**src/design/mpfb_pkg.sv**
```systemverilog
// shared types, codes and helpers for the page framebuffer drawing engine
package mpfb_pkg;

    // command codes on the mode field
    localparam logic [1:0] MODE_PLOT   = 2'd0;
    localparam logic [1:0] MODE_CIRCLE = 2'd1;
    localparam logic [1:0] MODE_CLEAR  = 2'd2;
    localparam logic [1:0] MODE_READ   = 2'd3;

    // pixel colour codes
    localparam logic [1:0] COLOR_NONE   = 2'd0;
    localparam logic [1:0] COLOR_CLEAR  = 2'd1;
    localparam logic [1:0] COLOR_SET    = 2'd2;
    localparam logic [1:0] COLOR_TOGGLE = 2'd3;

    // work kinds handed from front to back
    localparam logic [1:0] KIND_PLOT   = 2'd0;
    localparam logic [1:0] KIND_CIRCLE = 2'd1;
    localparam logic [1:0] KIND_CLEAR  = 2'd2;
    localparam logic [1:0] KIND_READ   = 2'd3;

    // widest store address (16 pages of 256 columns)
    localparam int ADDR_MAX_W = 12;

    // command queue geometry
    localparam int QUEUE_DEPTH = 2;
    localparam int QUEUE_PW    = 1;
    localparam int QUEUE_CW    = 2;

    // width of the squared walk terms
    localparam int SQ_W = 18;

    typedef logic [ADDR_MAX_W-1:0] addr_t;

    // one classified command
    typedef struct packed {
        logic [1:0]  kind;
        logic        centre;   // zero radius circle: walk registers reset
        logic        hit;      // pixel or read address lies inside the store
        addr_t       addr;
        logic [7:0]  x;
        logic [7:0]  y;
        logic [7:0]  r;
        logic [15:0] r_sq;
        logic [1:0]  color;
    } cmd_t;

    // back status seen by the front
    typedef struct packed {
        logic init_busy;
    } back_stat_t;

    // apply a colour to one bit of a frame byte
    function automatic logic [7:0] apply_color(input logic [7:0] data,
                                               input logic [7:0] mask,
                                               input logic [1:0] color);
        logic [7:0] res;
        res = data;
        unique case (color)
            COLOR_CLEAR:  res = data & ~mask;
            COLOR_SET:    res = data | mask;
            COLOR_TOGGLE: res = data ^ mask;
            default:      res = data;
        endcase
        return res;
    endfunction

endpackage

```
**src/design/mpfb_front.sv**
```systemverilog
// command front: takes beats, classifies them and computes store addresses
module mpfb_front #(
    parameter int PAGES   = 4,
    parameter int COLUMNS = 128
) (
    input  logic                cmd_valid,
    output logic                cmd_ready,
    input  logic [1:0]          mode,
    input  logic [7:0]          pos_x,
    input  logic [7:0]          pos_y,
    input  logic [7:0]          radius,
    input  logic [1:0]          color,
    input  logic                q_full,
    input  mpfb_pkg::back_stat_t stat,
    output logic                q_push,
    output mpfb_pkg::cmd_t      q_entry
);

    logic        is_read;
    logic [7:0]  page;
    logic        hit;
    logic [15:0] lin;

    // no beat while the queue is full or the store is being swept after reset
    assign cmd_ready = !q_full && !stat.init_busy;
    assign q_push    = cmd_valid && cmd_ready;

    // page is the row byte for reads, the row divided by eight for pixels
    assign is_read = (mode == mpfb_pkg::MODE_READ);
    assign page    = is_read ? pos_y : {3'b000, pos_y[7:3]};
    assign hit     = ({1'b0, pos_x} < 9'(COLUMNS)) && ({1'b0, page} < 9'(PAGES));
    assign lin     = 16'(page) * 16'(COLUMNS) + 16'(pos_x);

    // classify the command
    always_comb
    begin
        q_entry        = '0;
        q_entry.centre = 1'b0;
        q_entry.hit    = hit;
        q_entry.addr   = lin[mpfb_pkg::ADDR_MAX_W-1:0];
        q_entry.x      = pos_x;
        q_entry.y      = pos_y;
        q_entry.r      = radius;
        q_entry.r_sq   = 16'(radius) * 16'(radius);
        q_entry.color  = color;
        unique case (mode)
            mpfb_pkg::MODE_PLOT:
            begin
                q_entry.kind = mpfb_pkg::KIND_PLOT;
            end
            mpfb_pkg::MODE_CIRCLE:
            begin
                // a zero radius circle is a single centre plot
                if (radius == 8'd0)
                begin
                    q_entry.kind   = mpfb_pkg::KIND_PLOT;
                    q_entry.centre = 1'b1;
                end
                else
                begin
                    q_entry.kind = mpfb_pkg::KIND_CIRCLE;
                end
            end
            mpfb_pkg::MODE_CLEAR:
            begin
                q_entry.kind = mpfb_pkg::KIND_CLEAR;
            end
            default:
            begin
                q_entry.kind = mpfb_pkg::KIND_READ;
            end
        endcase
    end

endmodule

```
**config.mk**
```make
export PLATFORM = sky130hd
export DESIGN_NAME = mpfb_front
export DESIGN_NICKNAME = d
export VERILOG_FILES = /design/src/design/mpfb_pkg.sv /design/src/design/mpfb_front.sv
export SDC_FILE = /design/constraint.sdc
export NUM_CORES = 1
export LEC_CHECK = 0
export BUFFER_PORTS_ARGS = -buffer_cell sky130_fd_sc_hd__clkbuf_2
export CAP_MARGIN = 30
export CORE_ASPECT_RATIO = 1.75
export CORE_MARGIN = 8
export CORE_UTILIZATION = 40
export DETAILED_ROUTE_END_ITERATION = 6
export PLACE_DENSITY_LB_ADDON = 0.05
export SLEW_MARGIN = 20
export SYNTH_ARGS = -nofsm -noshare
export SYNTH_HDL_FRONTEND = slang
export SYNTH_SLANG_ARGS = --single-unit
```
**constraint.sdc**
```tcl
create_clock -name vclk -period 5
set_clock_uncertainty 0.2 [all_clocks]
set_input_delay 0.5 -clock vclk [all_inputs]
set_output_delay 0.5 -clock vclk [all_outputs]
set_load 0.1 [all_outputs]
```
==> parameters.txt <==
Parameter                              Value

Setup path
  Worst EP required ... 4.30 ns
  Crit-path max FO ... 6
  Critical path class ... primary input to output port
  Data arrival at the endpoint of the critical path ... 4.14 ns
  Category of the worst setup path launch point ... primary input
  Type of destination of the critical path ... output port

Worst hold path
  Class of the most critical hold timing path ... primary input to output port
  Hold path start ... color[1]
  Worst-case hold path end point ... q_entry[1]
  Hold path cells ... 0

Place
  Count of input and output buffers ... 65
  Half-perimeter wire length after detailed placement ... 4650 um
  Worst slack, placed ... -0.0137 ns
  Placer congestion estimate ... 0.783

Global routing
  Initial antenna violation count ... 0
  All-layer global routing usage ... 0.129
  Overall overflow remaining after global route ... 0
  Vias in the first global route ... 2028
  First-pass GRT wire length ... 8940 um
  Maximum number of pins on one net before global-route repair ... 10

STA
  Period utilization ... 0.968
  Count of pins over their slew limit ... 0
  Peak clock frequency supported by timing ... ~0.21 GHz
  Final WS setup ... 0.158 ns
  Final Setup Violations ... 0
  Slew at the pin closest to its max-slew limit ... 0.549 ns
  Slew headroom ... 0.635
  Tmin final ... roughly 4.8 ns
  Final-report hold violation count ... 0

Cells and area
  Total of clock buffers placed in the layout ... 0
  Antenna fix cells ... 0
  Num sequential ... 0
  Net count of the finished layout ... slightly above 400
  Final-layout fill cell count ... slightly below 600
  Register cell area after layout ... 0 sq um
  Share of the core filled with cells ... 0.524
  Post-synthesis to final-layout area growth ... 28.4%
  Fraction of final layout cells with drive strength greater than 1 ... 0.399

Synthesis
  Most frequent cell after synthesis ... inv_1
  Synthesized-area fraction occupied by adder cells ... 0.405
  Netlist cell types ... 40
  Post-synthesis simple-gate area fraction ... 0.190
  Syn Std Cell Area ... 2220 sq um
  Post-synth net total ... 369
  Xor/xnor share of the synthesized area ... 0.0670
  Fraction of synthesized cell area taken by the top area cell type ... 0.225
  Count of synthesis-stage warnings from yosys ... 0
  Avg Synthesized Cell Area ... 7.91 sq um
  Largest cells by area after synthesis ... fa_1 23%, ha_1 18%, buf_4 12%
  Mux cell area share after synthesis ... 0.0343
  Main combinational cell family by area after synthesis ... adder cells
  Synth area leader ... fa_1
  Synthesized-area fraction occupied by ao, oa, aoi and oai cells ... 0.0850
  Top cell types by occurrence after synthesis ... 49 x inv_1, 36 x buf_4, 32 x ha_1, 25 x fa_1, 20 x and2_1
  Number of instances in the synthesized netlist ... 281
  Portion of the post-synthesis area used by sequential elements ... 0

Drt
  Vias per cell ... approximately 4.8
  Drc violations ... 0
  Mean routed wirelength per cell ... 12.8 um
  Length of the first detailed-routing pass in iterations ... 4
  Vias ... 1890
  Final WL ... about 5100 um
  Routed Antenna Nets ... 0
  Initial DRC count ... 54

Outcome
  Outcome ... finished, final reports clean

Die
  Core outline area ... ~5500 sq um
  Die W ... 72.4 um
  Ports ... 91
  Initial core utilization ... 0.408
  Die Area ... 8290 sq um
  Number of standard-cell rows in the floorplan ... 36
  DIE HEIGHT ... 115 um

Clock network
  # hold bufs at CTS ... 0

Job
  Total of max-cap violations ... 0
how the worst max path moves through the flow:
stage / cells after the start / from / endpoint / slack (ns)
after detailed placement: 16 / radius[4] / q_entry[16] / -0.01
final: 15 / radius[2] / q_entry[16] / 0.16
after floorplan: 13 / radius[1] / q_entry[15] / -0.54
after CTS: 15 / radius[3] / q_entry[15] / 0.006
after global placement: 16 / radius[4] / q_entry[16] / -0.04
after global routing: 17 / radius[2] / q_entry[14] / -0.001
critical path: stages:
cell,delay [ns]
buf_2,0.15
nand2_2,0.09
fa_1,0.52
inv_1,0.06
fa_1,0.54
inv_1,0.05
fa_1,0.45
fa_1,0.51
inv_2,0.04
ha_4,0.21
or2_4,0.29
a311oi_1,0.26
buf_4,0.17
xnor2_4,0.12
buf_12,0.19
final cells by class:
| type | instances | area [sq um] | share of cell area |
|---|---|---|---|
| inverters | 50 | 190 | 0.0666 |
| repair buffers | 82 | 601 | 0.210 |
| well taps | 76 | 95.1 | 0.0333 |
| multi-input cells | 189 | 1970 | 0.690 |
timing repair:
item,in CTS,in global routing
pin swaps,0,11
endpoints found under the setup margin,2,7
setup buffers,0,2
resized for setup,2,25
cell usage in the layout (no fill, tap or decap), types with 3 or more instances in the layout:
master,count
a21oi_1,5
and2_1,16
and2_4,4
buf_12,8
buf_2,3
buf_4,20
clkbuf_2,50
fa_1,24
ha_1,27
ha_4,5
inv_1,44
inv_2,5
mux2_2,5
nand2_1,10
nand2_2,6
nand3_1,6
nand4_1,3
nor2_1,11
nor2b_1,4
nor3_1,5
nor4_1,3
o211ai_1,3
xnor2_1,8
xnor2_2,4
xor2_1,4
per-stage QoR:
stage / hold WS [ns] / TNS (ns) / instance area [sq um] / instances
global placement: 0.801 / -0.0550 / 2750 / 395
global route: 0.800 / -0.00135 / 2860 / 397
floorplan: 1.01 / -1.33 / 2420 / 281
finish: 0.800 / 0 / 2860 / 397
detailed placement: 0.801 / -0.0210 / 2750 / 395
CTS: 0.801 / 0 / 2750 / 395
metal layers:
metal | GRT usage | up-vias | wire length, um
met2 | 0.290 | 26 | 3290
met4 | 0 | 0 | 0
met3 | 0.0105 | 0 | 129
li1 | - | 951 | -
met1 | 0.121 | 913 | 1660
met5 | 0 | - | 0
kinds of logic after synthesis:
kind of cell | count (synthesis)
other | 1
AND/OR/NAND/NOR | 81
buffers and inverters | 92
AO/OA/AOI/OAI | 26
adder cells (fa/ha/maj) | 57
XOR/XNOR | 17
multiplexers | 7
Power is left out: the tool's default activity adds up to more than one toggle a clock period on the data nets, which glitch-free logic cannot reach.
